### config.mk
export PLATFORM = sky130hd
export DESIGN_NAME = quad_attitude_level_mixer
export DESIGN_NICKNAME = d
export VERILOG_FILES = /design/src/rtl/qalm_pkg.sv /design/src/rtl/quad_attitude_level_mixer.sv /design/src/rtl/qalm_queue.sv /design/src/rtl/qalm_cordic.sv /design/src/rtl/qalm_back.sv
export SDC_FILE = /design/constraint.sdc
export NUM_CORES = 2
export LEC_CHECK = 0
export BUFFER_PORTS_ARGS = -buffer_cell sky130_fd_sc_hd__buf_4
export CORE_ASPECT_RATIO = 1.75
export CORE_MARGIN = 2
export CORE_UTILIZATION = 40
export CTS_BUF_LIST = sky130_fd_sc_hd__clkbuf_4
export CTS_CLUSTER_DIAMETER = 30
export DETAILED_ROUTE_END_ITERATION = 8
export PLACE_DENSITY = 0.69
export REMOVE_ABC_BUFFERS = 1
export SYNTH_ARGS = -nofsm -noshare
export SYNTH_HDL_FRONTEND = slang
export SYNTH_HIERARCHICAL = 1
export SYNTH_SLANG_ARGS = --single-unit
### constraint.sdc
create_clock -name i_clk -period 7.9 [get_ports i_clk]
set_clock_uncertainty 0.1 [all_clocks]
set_input_delay 0.79 -clock i_clk [delete_from_list [all_inputs] [get_ports i_clk]]
set_output_delay 0.79 -clock i_clk [all_outputs]
set_load 0.1 [all_outputs]
### src/rtl/qalm_pkg.sv
// Package for the quad attitude level mixer.
// Holds shared widths, the CORDIC angle table, key codes and the queue entry type.
// No dependencies.
package qalm_pkg;

    localparam int CordicSteps  = 16;
    localparam int AngleFrac    = 8;
    localparam int OffsetLimit  = 1023;
    localparam int HalfTurn     = 180 * (1 << AngleFrac);
    localparam int StepW        = $clog2(CordicSteps + 1);

    localparam logic [7:0] KeyEsc   = 8'h1B;
    localparam logic [7:0] KeyBrack = 8'h5B;
    localparam logic [7:0] KeySpace = 8'h20;

    localparam logic [2:0] CfgStep  = 3'd0;
    localparam logic [2:0] CfgHome  = 3'd1;
    localparam logic [2:0] CfgAlpha = 3'd2;
    localparam logic [2:0] CfgDead  = 3'd3;
    localparam logic [2:0] CfgGain  = 3'd4;

    typedef struct packed {
        logic        mode;
        logic [7:0]  cmd;
        logic [15:0] ax;
        logic [15:0] ay;
        logic [15:0] az;
    } t_item;

    typedef struct packed {
        logic [6:0]  step;
        logic [7:0]  home;
        logic [8:0]  alpha;
        logic [11:0] dead;
        logic [5:0]  gain;
    } t_cfg;

    function automatic logic signed [31:0] atan_entry(input logic [4:0] i);
        case (i)
            5'd0:  atan_entry = 32'sd2949120;
            5'd1:  atan_entry = 32'sd1740967;
            5'd2:  atan_entry = 32'sd919879;
            5'd3:  atan_entry = 32'sd466945;
            5'd4:  atan_entry = 32'sd234379;
            5'd5:  atan_entry = 32'sd117304;
            5'd6:  atan_entry = 32'sd58666;
            5'd7:  atan_entry = 32'sd29335;
            5'd8:  atan_entry = 32'sd14668;
            5'd9:  atan_entry = 32'sd7334;
            5'd10: atan_entry = 32'sd3667;
            5'd11: atan_entry = 32'sd1833;
            5'd12: atan_entry = 32'sd917;
            5'd13: atan_entry = 32'sd458;
            5'd14: atan_entry = 32'sd229;
            5'd15: atan_entry = 32'sd115;
            5'd16: atan_entry = 32'sd57;
            5'd17: atan_entry = 32'sd29;
            5'd18: atan_entry = 32'sd14;
            5'd19: atan_entry = 32'sd7;
            5'd20: atan_entry = 32'sd4;
            5'd21: atan_entry = 32'sd2;
            5'd22: atan_entry = 32'sd1;
            default: atan_entry = 32'sd0;
        endcase
    endfunction

endpackage

### src/rtl/quad_attitude_level_mixer.sv
// Top level of the quad attitude level mixer.
// Depends on qalm_pkg, qalm_queue and qalm_back.
//
// Usage: items enter on the s_axis channel. tuser is the mode (0 command byte,
// 1 sensor tick). tdata packs command_byte, accel_x, accel_y, accel_z from bit 0.
// A command byte updates the offsets and gives no result. A sensor tick gives one
// result on m_axis: tdata packs the four PWM levels (front right first), then the
// 17-bit pitch and roll estimates, zero-filled to 72 bits.
// Configuration writes use i_cfg_valid/o_cfg_ready with a register index.
// A two-entry queue decouples the input from the back end, so the input can
// accept items while a result waits. A sensor tick result is computed by two
// 16-step CORDIC passes on one shared unit plus filter, correction and mix
// steps; the back end takes no new item until the tick's result is registered.
// Results are held while m_axis_tready is low; the back end keeps taking command
// bytes but holds the next tick at its mix step, and then the queue fills.
// Synchronous reset restores register defaults, offsets and empties the queue.
module quad_attitude_level_mixer (
    input  logic        i_clk,
    input  logic        i_rst_n,
    input  logic        s_axis_tvalid,
    output logic        s_axis_tready,
    input  logic [55:0] s_axis_tdata,  // command_byte, accel_x, accel_y, accel_z
    input  logic        s_axis_tuser,  // mode
    output logic        m_axis_tvalid,
    input  logic        m_axis_tready,
    output logic [71:0] m_axis_tdata,  // pwm fr, fl, br, bl, pitch_estimate, roll_estimate
    input  logic        i_cfg_valid,
    output logic        o_cfg_ready,
    input  logic [2:0]  i_cfg_index,
    input  logic [11:0] i_cfg_data
);
    qalm_pkg::t_cfg  r_cfg;
    qalm_pkg::t_item in_item, q_item;
    logic q_full, q_empty, q_pop, push;
    logic [7:0]  fr, fl, br, bl;
    logic [16:0] pe, re;

    assign o_cfg_ready = 1'b1;
    always_ff @(posedge i_clk) begin
        if (!i_rst_n) begin
            r_cfg.step  <= 7'd10;
            r_cfg.home  <= 8'd128;
            r_cfg.alpha <= 9'd51;
            r_cfg.dead  <= 12'd512;
            r_cfg.gain  <= 6'd6;
        end else if (i_cfg_valid) begin
            unique case (i_cfg_index)
                qalm_pkg::CfgStep:  r_cfg.step  <= i_cfg_data[6:0];
                qalm_pkg::CfgHome:  r_cfg.home  <= i_cfg_data[7:0];
                qalm_pkg::CfgAlpha: r_cfg.alpha <= i_cfg_data[8:0];
                qalm_pkg::CfgDead:  r_cfg.dead  <= i_cfg_data[11:0];
                qalm_pkg::CfgGain:  r_cfg.gain  <= i_cfg_data[5:0];
                default: ;
            endcase
        end
    end

    assign in_item.mode = s_axis_tuser;
    assign in_item.cmd  = s_axis_tdata[7:0];
    assign in_item.ax   = s_axis_tdata[23:8];
    assign in_item.ay   = s_axis_tdata[39:24];
    assign in_item.az   = s_axis_tdata[55:40];
    assign s_axis_tready = !q_full;
    assign push = s_axis_tvalid && !q_full;

    qalm_queue u_queue (
        .i_clk, .i_rst_n, .i_push(push), .i_item(in_item), .o_full(q_full),
        .i_pop(q_pop), .o_empty(q_empty), .o_item(q_item)
    );

    qalm_back u_back (
        .i_clk, .i_rst_n, .i_cfg(r_cfg), .i_empty(q_empty), .i_item(q_item),
        .o_pop(q_pop), .o_valid(m_axis_tvalid), .i_ready(m_axis_tready),
        .o_pwm_fr(fr), .o_pwm_fl(fl), .o_pwm_br(br), .o_pwm_bl(bl),
        .o_pitch(pe), .o_roll(re)
    );

    assign m_axis_tdata = {6'd0, re, pe, bl, br, fl, fr};
endmodule

### src/rtl/qalm_queue.sv
// Two-entry queue between the input front end and the back end.
// Depends on qalm_pkg.
module qalm_queue (
    input  logic             i_clk,
    input  logic             i_rst_n,
    input  logic             i_push,
    input  qalm_pkg::t_item  i_item,
    output logic             o_full,
    input  logic             i_pop,
    output logic             o_empty,
    output qalm_pkg::t_item  o_item
);
    qalm_pkg::t_item r_mem [2];
    logic            r_wp, r_rp;
    logic [1:0]      r_cnt;

    always_ff @(posedge i_clk) begin
        if (!i_rst_n) begin
            r_wp  <= 1'b0;
            r_rp  <= 1'b0;
            r_cnt <= 2'd0;
        end else begin
            if (i_push) r_wp <= ~r_wp;
            if (i_pop)  r_rp <= ~r_rp;
            r_cnt <= r_cnt + {1'b0, i_push} - {1'b0, i_pop};
        end
        if (i_push) r_mem[r_wp] <= i_item;
    end

    assign o_full  = (r_cnt == 2'd2);
    assign o_empty = (r_cnt == 2'd0);
    assign o_item  = r_mem[r_rp];

`ifndef SYNTHESIS
    a_no_overflow: assert property (@(posedge i_clk) disable iff (!i_rst_n)
        o_full |-> !i_push) else $error("queue overflow");
    a_no_underflow: assert property (@(posedge i_clk) disable iff (!i_rst_n)
        o_empty |-> !i_pop) else $error("queue underflow");
    a_cnt_range: assert property (@(posedge i_clk) disable iff (!i_rst_n)
        r_cnt != 2'd3) else $error("queue count out of range");
`endif
endmodule

### src/rtl/qalm_cordic.sv
// Iterative vectoring CORDIC computing atan2(num, den) in 1/256 degree.
// One micro-rotation per cycle; depends on qalm_pkg.
module qalm_cordic (
    input  logic               i_clk,
    input  logic               i_rst_n,
    input  logic               i_start,
    input  logic signed [16:0] i_num,
    input  logic signed [16:0] i_den,
    output logic               o_done,
    output logic signed [17:0] o_angle
);
    localparam int W = 44;
    localparam logic [qalm_pkg::StepW-1:0] LastStep =
        qalm_pkg::StepW'(qalm_pkg::CordicSteps - 1);

    logic signed [W-1:0]  r_x, r_y;
    logic signed [31:0]   r_z, r_base;
    logic [qalm_pkg::StepW-1:0] r_i;
    logic                 r_busy, r_zero;
    logic signed [W-1:0]  dx, dy;
    logic signed [31:0]   atn, fin, rnd;
    logic signed [17:0] n_angle;

    assign dx  = r_x >>> r_i;
    assign dy  = r_y >>> r_i;
    assign atn = qalm_pkg::atan_entry(5'(r_i));
    assign fin = r_base + r_z + (32'sd1 <<< (15 - qalm_pkg::AngleFrac));
    assign rnd = fin >>> (16 - qalm_pkg::AngleFrac);

    always_comb begin
        if (r_zero) n_angle = '0;
        else if (rnd > qalm_pkg::HalfTurn) n_angle = 18'(qalm_pkg::HalfTurn);
        else if (rnd < -qalm_pkg::HalfTurn) n_angle = -18'(qalm_pkg::HalfTurn);
        else n_angle = rnd[17:0];
    end

    always_ff @(posedge i_clk) begin
        if (!i_rst_n) begin
            r_busy <= 1'b0;
            o_done <= 1'b0;
        end else begin
            o_done <= 1'b0;
            if (i_start) begin
                r_busy <= 1'b1;
                r_i    <= '0;
                r_z    <= '0;
                r_zero <= (i_num == 0) && (i_den == 0);
                if (i_den < 0) begin
                    r_base <= (i_num >= 0) ? 32'sd11796480 : -32'sd11796480;
                    r_x <= W'(-i_den) <<< 24;
                    r_y <= W'(-i_num) <<< 24;
                end else begin
                    r_base <= '0;
                    r_x <= W'(i_den) <<< 24;
                    r_y <= W'(i_num) <<< 24;
                end
            end else if (r_busy) begin
                if (r_y >= 0) begin
                    r_x <= r_x + dy; r_y <= r_y - dx; r_z <= r_z + atn;
                end else begin
                    r_x <= r_x - dy; r_y <= r_y + dx; r_z <= r_z - atn;
                end
                r_i <= r_i + 1'b1;
                if (r_i == LastStep) begin
                    r_busy <= 1'b0;
                    o_done <= 1'b1;
                end
            end
            if (o_done) o_angle <= n_angle;
        end
    end

    logic r_done_d;
    always_ff @(posedge i_clk) begin
        if (!i_rst_n) r_done_d <= 1'b0;
        else r_done_d <= o_done;
    end

`ifndef SYNTHESIS
    a_done_pulse: assert property (@(posedge i_clk) disable iff (!i_rst_n)
        o_done |=> !o_done) else $error("done held");
    a_no_restart: assert property (@(posedge i_clk) disable iff (!i_rst_n)
        r_busy |-> !i_start) else $error("restart while busy");
    a_done_quiet: assert property (@(posedge i_clk) disable iff (!i_rst_n)
        r_done_d |-> !r_busy || $past(i_start)) else $error("busy after done");
`endif
endmodule

### src/rtl/qalm_back.sv
// Back end: command handling, tilt filtering and motor mixing.
// Depends on qalm_pkg and qalm_cordic.
module qalm_back (
    input  logic             i_clk,
    input  logic             i_rst_n,
    input  qalm_pkg::t_cfg   i_cfg,
    input  logic             i_empty,
    input  qalm_pkg::t_item  i_item,
    output logic             o_pop,
    output logic             o_valid,
    input  logic             i_ready,
    output logic [7:0]       o_pwm_fr,
    output logic [7:0]       o_pwm_fl,
    output logic [7:0]       o_pwm_br,
    output logic [7:0]       o_pwm_bl,
    output logic [16:0]      o_pitch,
    output logic [16:0]      o_roll
);
    typedef enum logic [2:0] {
        S_IDLE, S_PITCH, S_ROLL, S_FILT, S_CORR, S_MIX
    } t_state;

    t_state r_state;
    logic signed [11:0] r_thr, r_pit, r_rol, r_yaw;
    logic [1:0]         r_esc;
    logic signed [17:0] r_fp, r_fr, r_rawp;
    logic signed [14:0] r_pc, r_rc;
    logic signed [16:0] r_num, r_den;
    logic [15:0]        r_ay;
    logic               r_start;
    logic               c_done;
    logic signed [17:0] c_angle;

    qalm_cordic u_cordic (
        .i_clk, .i_rst_n, .i_start(r_start), .i_num(r_num), .i_den(r_den),
        .o_done(c_done), .o_angle(c_angle)
    );

    function automatic logic signed [11:0] sat(input logic signed [12:0] v);
        if (v > qalm_pkg::OffsetLimit) return 12'(qalm_pkg::OffsetLimit);
        if (v < -qalm_pkg::OffsetLimit) return -12'(qalm_pkg::OffsetLimit);
        return v[11:0];
    endfunction

    function automatic logic signed [17:0] smooth(input logic signed [17:0] o,
                                                 input logic signed [17:0] n,
                                                 input logic [8:0] a9);
        logic [8:0] a;
        logic signed [28:0] s;
        a = (a9 > 9'd256) ? 9'd256 : a9;
        s = 29'(o) * $signed({1'b0, 9'd256 - a}) + 29'(n) * $signed({1'b0, a}) + 29'sd128;
        return 18'(s >>> 8);
    endfunction

    function automatic logic signed [14:0] corr(input logic signed [17:0] f,
                                               input qalm_pkg::t_cfg c);
        logic [17:0] mag;
        logic [23:0] pr;
        mag = f[17] ? 18'(-f) : 18'(f);
        if (mag < {6'd0, c.dead}) return '0;
        pr = mag * c.gain;
        return f[17] ? -15'(pr >> qalm_pkg::AngleFrac) : 15'(pr >> qalm_pkg::AngleFrac);
    endfunction

    function automatic logic [7:0] clp(input logic signed [16:0] v);
        if (v < 0) return 8'd0;
        if (v > 255) return 8'd255;
        return v[7:0];
    endfunction

    logic signed [12:0] st, th13;
    logic signed [16:0] th, pc, rc, yw, p, r;
    assign st   = 13'($signed({1'b0, i_cfg.step}));
    assign th13 = 13'($signed({1'b0, i_cfg.home}));
    assign th = 17'(r_thr); assign pc = 17'(r_pc); assign rc = 17'(r_rc);
    assign yw = 17'(r_yaw); assign p = 17'(r_pit); assign r = 17'(r_rol);

    always_ff @(posedge i_clk) begin
        if (!i_rst_n) begin
            r_state <= S_IDLE;
            r_thr <= 12'sd128; r_pit <= '0; r_rol <= '0; r_yaw <= '0;
            r_esc <= 2'd0; r_fp <= '0; r_fr <= '0;
            r_start <= 1'b0; o_pop <= 1'b0; o_valid <= 1'b0;
        end else begin
            r_start <= 1'b0;
            o_pop   <= 1'b0;
            unique case (r_state)
                S_IDLE: if (!i_empty && !o_pop) begin
                    o_pop <= 1'b1;
                    if (i_item.mode) begin
                        r_num   <= 17'($signed(i_item.ax));
                        r_den   <= -17'($signed(i_item.az));
                        r_ay    <= i_item.ay;
                        r_start <= 1'b1;
                        r_state <= S_PITCH;
                    end else if (r_esc == 2'd1) begin
                        r_esc <= (i_item.cmd == qalm_pkg::KeyBrack) ? 2'd2 : 2'd0;
                    end else if (r_esc == 2'd2) begin
                        r_esc <= 2'd0;
                        case (i_item.cmd)
                            "A": r_thr <= sat(13'(r_thr) + st);
                            "B": r_thr <= sat(13'(r_thr) - st);
                            "C": r_yaw <= sat(13'(r_yaw) + st);
                            "D": r_yaw <= sat(13'(r_yaw) - st);
                            default: ;
                        endcase
                    end else begin
                        case (i_item.cmd)
                            "w": r_pit <= sat(13'(r_pit) + st);
                            "s": r_pit <= sat(13'(r_pit) - st);
                            "d": r_rol <= sat(13'(r_rol) + st);
                            "a": r_rol <= sat(13'(r_rol) - st);
                            "i": r_thr <= sat(13'(r_thr) + st);
                            "k": r_thr <= sat(13'(r_thr) - st);
                            "l": r_yaw <= sat(13'(r_yaw) + st);
                            "j": r_yaw <= sat(13'(r_yaw) - st);
                            qalm_pkg::KeySpace: begin
                                r_pit <= '0; r_rol <= '0; r_yaw <= '0;
                                r_thr <= sat(th13);
                            end
                            qalm_pkg::KeyEsc: r_esc <= 2'd1;
                            default: ;
                        endcase
                    end
                end
                S_PITCH: if (c_done) begin
                    r_num   <= 17'($signed(r_ay));
                    r_start <= 1'b1;
                    r_state <= S_ROLL;
                end
                S_ROLL: begin
                    if (c_done) r_state <= S_FILT;
                    if (r_start) r_rawp <= c_angle;
                end
                S_FILT: begin
                    r_fp <= smooth(r_fp, r_rawp, i_cfg.alpha);
                    r_fr <= smooth(r_fr, c_angle, i_cfg.alpha);
                    r_state <= S_CORR;
                end
                S_CORR: begin
                    r_pc <= corr(r_fp, i_cfg);
                    r_rc <= corr(r_fr, i_cfg);
                    r_state <= S_MIX;
                end
                S_MIX: if (!o_valid) begin
                    o_pwm_fr <= clp(th + pc - rc - yw + p - r);
                    o_pwm_fl <= clp(th + pc + rc + yw + p + r);
                    o_pwm_br <= clp(th - pc - rc + yw - p - r);
                    o_pwm_bl <= clp(th - pc + rc - yw - p + r);
                    o_pitch  <= r_fp[16:0];
                    o_roll   <= r_fr[16:0];
                    o_valid  <= 1'b1;
                    r_state  <= S_IDLE;
                end
                default: r_state <= S_IDLE;
            endcase
            if (o_valid && i_ready && !(r_state == S_MIX)) o_valid <= 1'b0;
            else if (o_valid && i_ready && r_state == S_MIX) o_valid <= 1'b0;
        end
    end

`ifndef SYNTHESIS
    a_offset_bound: assert property (@(posedge i_clk) disable iff (!i_rst_n)
        (r_thr <= 1023) && (r_thr >= -1023) && (r_yaw <= 1023) && (r_yaw >= -1023))
        else $error("offset out of range");
    a_esc_range: assert property (@(posedge i_clk) disable iff (!i_rst_n)
        r_esc != 2'd3) else $error("bad escape phase");
    a_hold_out: assert property (@(posedge i_clk) disable iff (!i_rst_n)
        o_valid && !i_ready |=> o_valid && $stable(o_pwm_fr)) else $error("result lost");
`endif
endmodule
==> results.yml <==
detailed_routing:
  drt_first_pass_iters: 6
  wl_mm: 276
  first_iter_violations: 5180
  postRouteAntennaNets: 0
  drcViolationCount: 0
  avgRoutedWirePerCell_um: 22.6
  dr_total_vias: 69300
  routed_via_density: 5.67
power:
  peakVddDrop_v: 0.000148
  cellLeakagePower_nw: 41.0
  powerDensity_nw_per_um2: 186
  finalPower_w: 0.0173
hold_path:
  min_path_type: "in -> reg"
synthesis:
  yosys.area.top_type: "fa_1"
  ys_types: 116
  ys_warn_count: 6
  yosys-top-cells-area: "fa_1 22%, edfxtp_1 15%, ha_1 9.1%"
  synth-seq-cells: 587
  netlist_area_um2: 83000
  synth_edf_count: 424
  yosysSeqAreaShare_pct: 19.3
  synth_flop_cell: "edfxtp_1"
  async_reset_ff_share_pct: 0
  avgSynthCellArea_um2: 9.19
  synth_top_area_share_pct: 22.3
  postSynthCellCount: 9030
final_layout:
  final_nets: 11000
  area_growth_pct: 12.1
  mostFrequentLayoutCell: "inv_1"
  fin_util_pct: 45.0
  drive_above_1_share_pct: 13.8
  final_cell_mix: "1305 x inv_1, 901 x fa_1, 853 x nand2_1"
  num-fill-cells: 19600
worst_setup_path:
  crit_cells: 32
  start_kind: "register"
  cp.required_ns: 8.93
  cp_slowest_stage_delay_ns: 0.56
  crit_family: "adder cells"
  crit_arrival_ns: 9.17
  r2r-start: "r_cfg[26]$_SDFFE_PN0P_"
  path_class: "reg -> reg"
  path_buf_inv: 7
  r2r-end: "u_back/r_fr[15]$_SDFFE_PN0N_"
  cp-endpoint: "u_back/r_fr[15]$_SDFFE_PN0N_"
  cp_max_fo: 6
  cp-startpoint: "r_cfg[26]$_SDFFE_PN0P_"
  crit_path_end_kind: "register"
  reg2regPathDepth: 32
  crit_slowest_cell: "fa_2"
  rrSetupSlack_ns: -0.23
run_status:
  violations: "negative setup slack"
  status: "finished with violations"
die:
  core_area_um2: 207000
  start_util_pct: 40.2
  io_pins: 152
  rows: 221
  die_h_um: 607
  die-area_um2: 211000
  die_x_um: 348
sta:
  grt_setup_unrepaired: "true"
  worst_slack_ns: -0.233
  hold_ws_ns: 0.148
  setup_viol: 11
  period_share_pct: 103
  fmax_mhz: 123
  worst_slew_pin_slew_ns: 1.17
  drv_slew: 0
  fin_crit_ns: 8.13
  relSlewSlack_pct: 21.6
  setup_tns_ns: -0.977
  hold_viol: 0
clocking:
  clk_pin_slew_ns: 0.09
  numClockSinks: 587
  cts_max_level: 4
  cts_tree: "done"
  cts_buffers: 168
  clk-insertion-delay-late_ns: 1.21
  clk_path_buf_depth: 4
  cts-root-buf: "clkbuf_4"
job:
  cap_violations: 0
placement:
  dp_hpwl_mm: 218
  dp_slack_ns: -0.677
  routabilityCongestion: 1.06
  portBuffers: 144
global_route:
  grt_max_degree: 83
  overflow: 0
  antenna_found_initial: 14
  grt_use_total_pct: 25.7
  grt_pass1_vias: 72700
  grt_pass1_wl_mm: 417
==> cell usage after synthesis (all sizes together), types with 37 or more instances <==
| master | number |
|---|---|
| a21o | 128 |
| nand3 | 112 |
| o211ai | 44 |
| mux4 | 137 |
| nor2b | 106 |
| fa | 924 |
| a31oi | 62 |
| nor4 | 43 |
| buf | 119 |
| edfxtp | 424 |
| nand4 | 37 |
| a21oi | 363 |
| clkbuf | 303 |
| mux2 | 115 |
| and2 | 518 |
| nand2b | 88 |
| a211oi | 72 |
| nor3 | 145 |
| o21a | 76 |
| o21bai | 45 |
| xnor2 | 375 |
| o21ai | 375 |
| xor2 | 167 |
| dfxtp | 163 |
| inv | 1338 |
| nand2 | 855 |
| ha | 604 |
| nor2 | 506 |
| or3 | 55 |
| o31ai | 63 |
| mux2i | 133 |
==> logic make-up (layout without fill, tap and decap cells) <==
kind of cell,Yosys count,after routing,synth area share [%]
DFF,587,587,19.3
xor gates and xnor gates,544,545,5.78
AOI/OAI and AO/OA,1568,1568,12.4
other,2,21,0.00905
and+or+nand+nor,2650,2650,15.9
buffers and inverters,1762,2257,8.21
muxes,385,385,7.04
adders and majority gates,1532,1532,31.4
==> registers in the layout (all words and copies together), names as in the netlist, 18 cells and up, named ones only <==
| name | flops |
|---|---|
| u_queue/r_mem | 114 |
| u_back/u_cordic/r_x | 44 |
| u_back/u_cordic/r_y | 44 |
| r_cfg | 42 |
| u_back/u_cordic/r_z | 32 |
| u_back/u_cordic/atn | 22 |
| u_back/r_fp | 18 |
| u_back/r_fr | 18 |
| u_back/r_rawp | 18 |
| u_back/u_cordic/o_angle | 18 |
==> cell type report <==
cell class	instances	area (um2)	area share (%)
multi-input cells	6687	61000	65.6
flip-flops and latches	587	16000	17.2
well taps	2676	3350	3.60
repair buffers	632	5410	5.82
diodes	14	35.0	0.0377
clock buffers	213	1600	1.72
clock inverters	72	609	0.655
inverters	1340	5030	5.41
==> worst register-to-register path, delay by kind of cell (launching register included) <==
family,cells,cell delay [ns]
xor+xnor,2,0.34
compound gates,5,0.96
flops,1,0.43
fa+ha+maj,8,3.91
simple gates,10,1.70
buf+inv,7,0.61
==> repair_timing <==
action	CTS	global route
endpoints found under the setup margin	25	29
gates cloned	1	3
hold endpoints to repair	150	0
pin swaps	7	123
resized for setup	33	165
hold buffers	75	0
buffers inserted	4	27
==> how the worst min path moves through the flow <==
stage / slack [ns] / cells after the start / start / end
finish: 0.15 / 4 / s_axis_tvalid / u_queue/r_wp$_SDFFE_PN0P_
detailed placement: 0.35 / 2 / r_cfg[16]$_SDFFE_PN0P_ / r_cfg[16]$_SDFFE_PN0P_
global placement: 0.34 / 2 / r_cfg[16]$_SDFFE_PN0P_ / r_cfg[16]$_SDFFE_PN0P_
global route: 0.13 / 4 / s_axis_tvalid / u_queue/r_wp$_SDFFE_PN0P_
CTS: 0.05 / 4 / s_axis_tvalid / u_queue/r_wp$_SDFFE_PN0P_
floorplan: 0.33 / 2 / r_cfg[20]$_SDFFE_PN0P_ / r_cfg[20]$_SDFFE_PN0P_
==> per-layer routing <==
metal | GRT usage (%) | part of all wire (%) | up-vias
li1 | - | - | 31100
met1 | 26.1 | 34 | 34400
met2 | 46.8 | 51 | 2703
met3 | 3.58 | 5.0 | 1104
met4 | 21.1 | 9.9 | 6
met5 | 0 | 0.015 | -
==> where the power goes <==
part           internal (W)  switching (W)  leakage, nW
Combinational       0.00417        0.00554         34.4
Sequential          0.00398       0.000456         5.25
Clock               0.00164        0.00152         1.29
==> through the flow <==
step / std cells / cell area, um2
floorplan: 8613 / 81200
global placement: 11800 / 88900
detailed placement: 11800 / 88900
CTS: 12200 / 92100
global route: 12200 / 93000
finish: 12200 / 93100
Note: power is estimated with default switching activity, not from simulation.
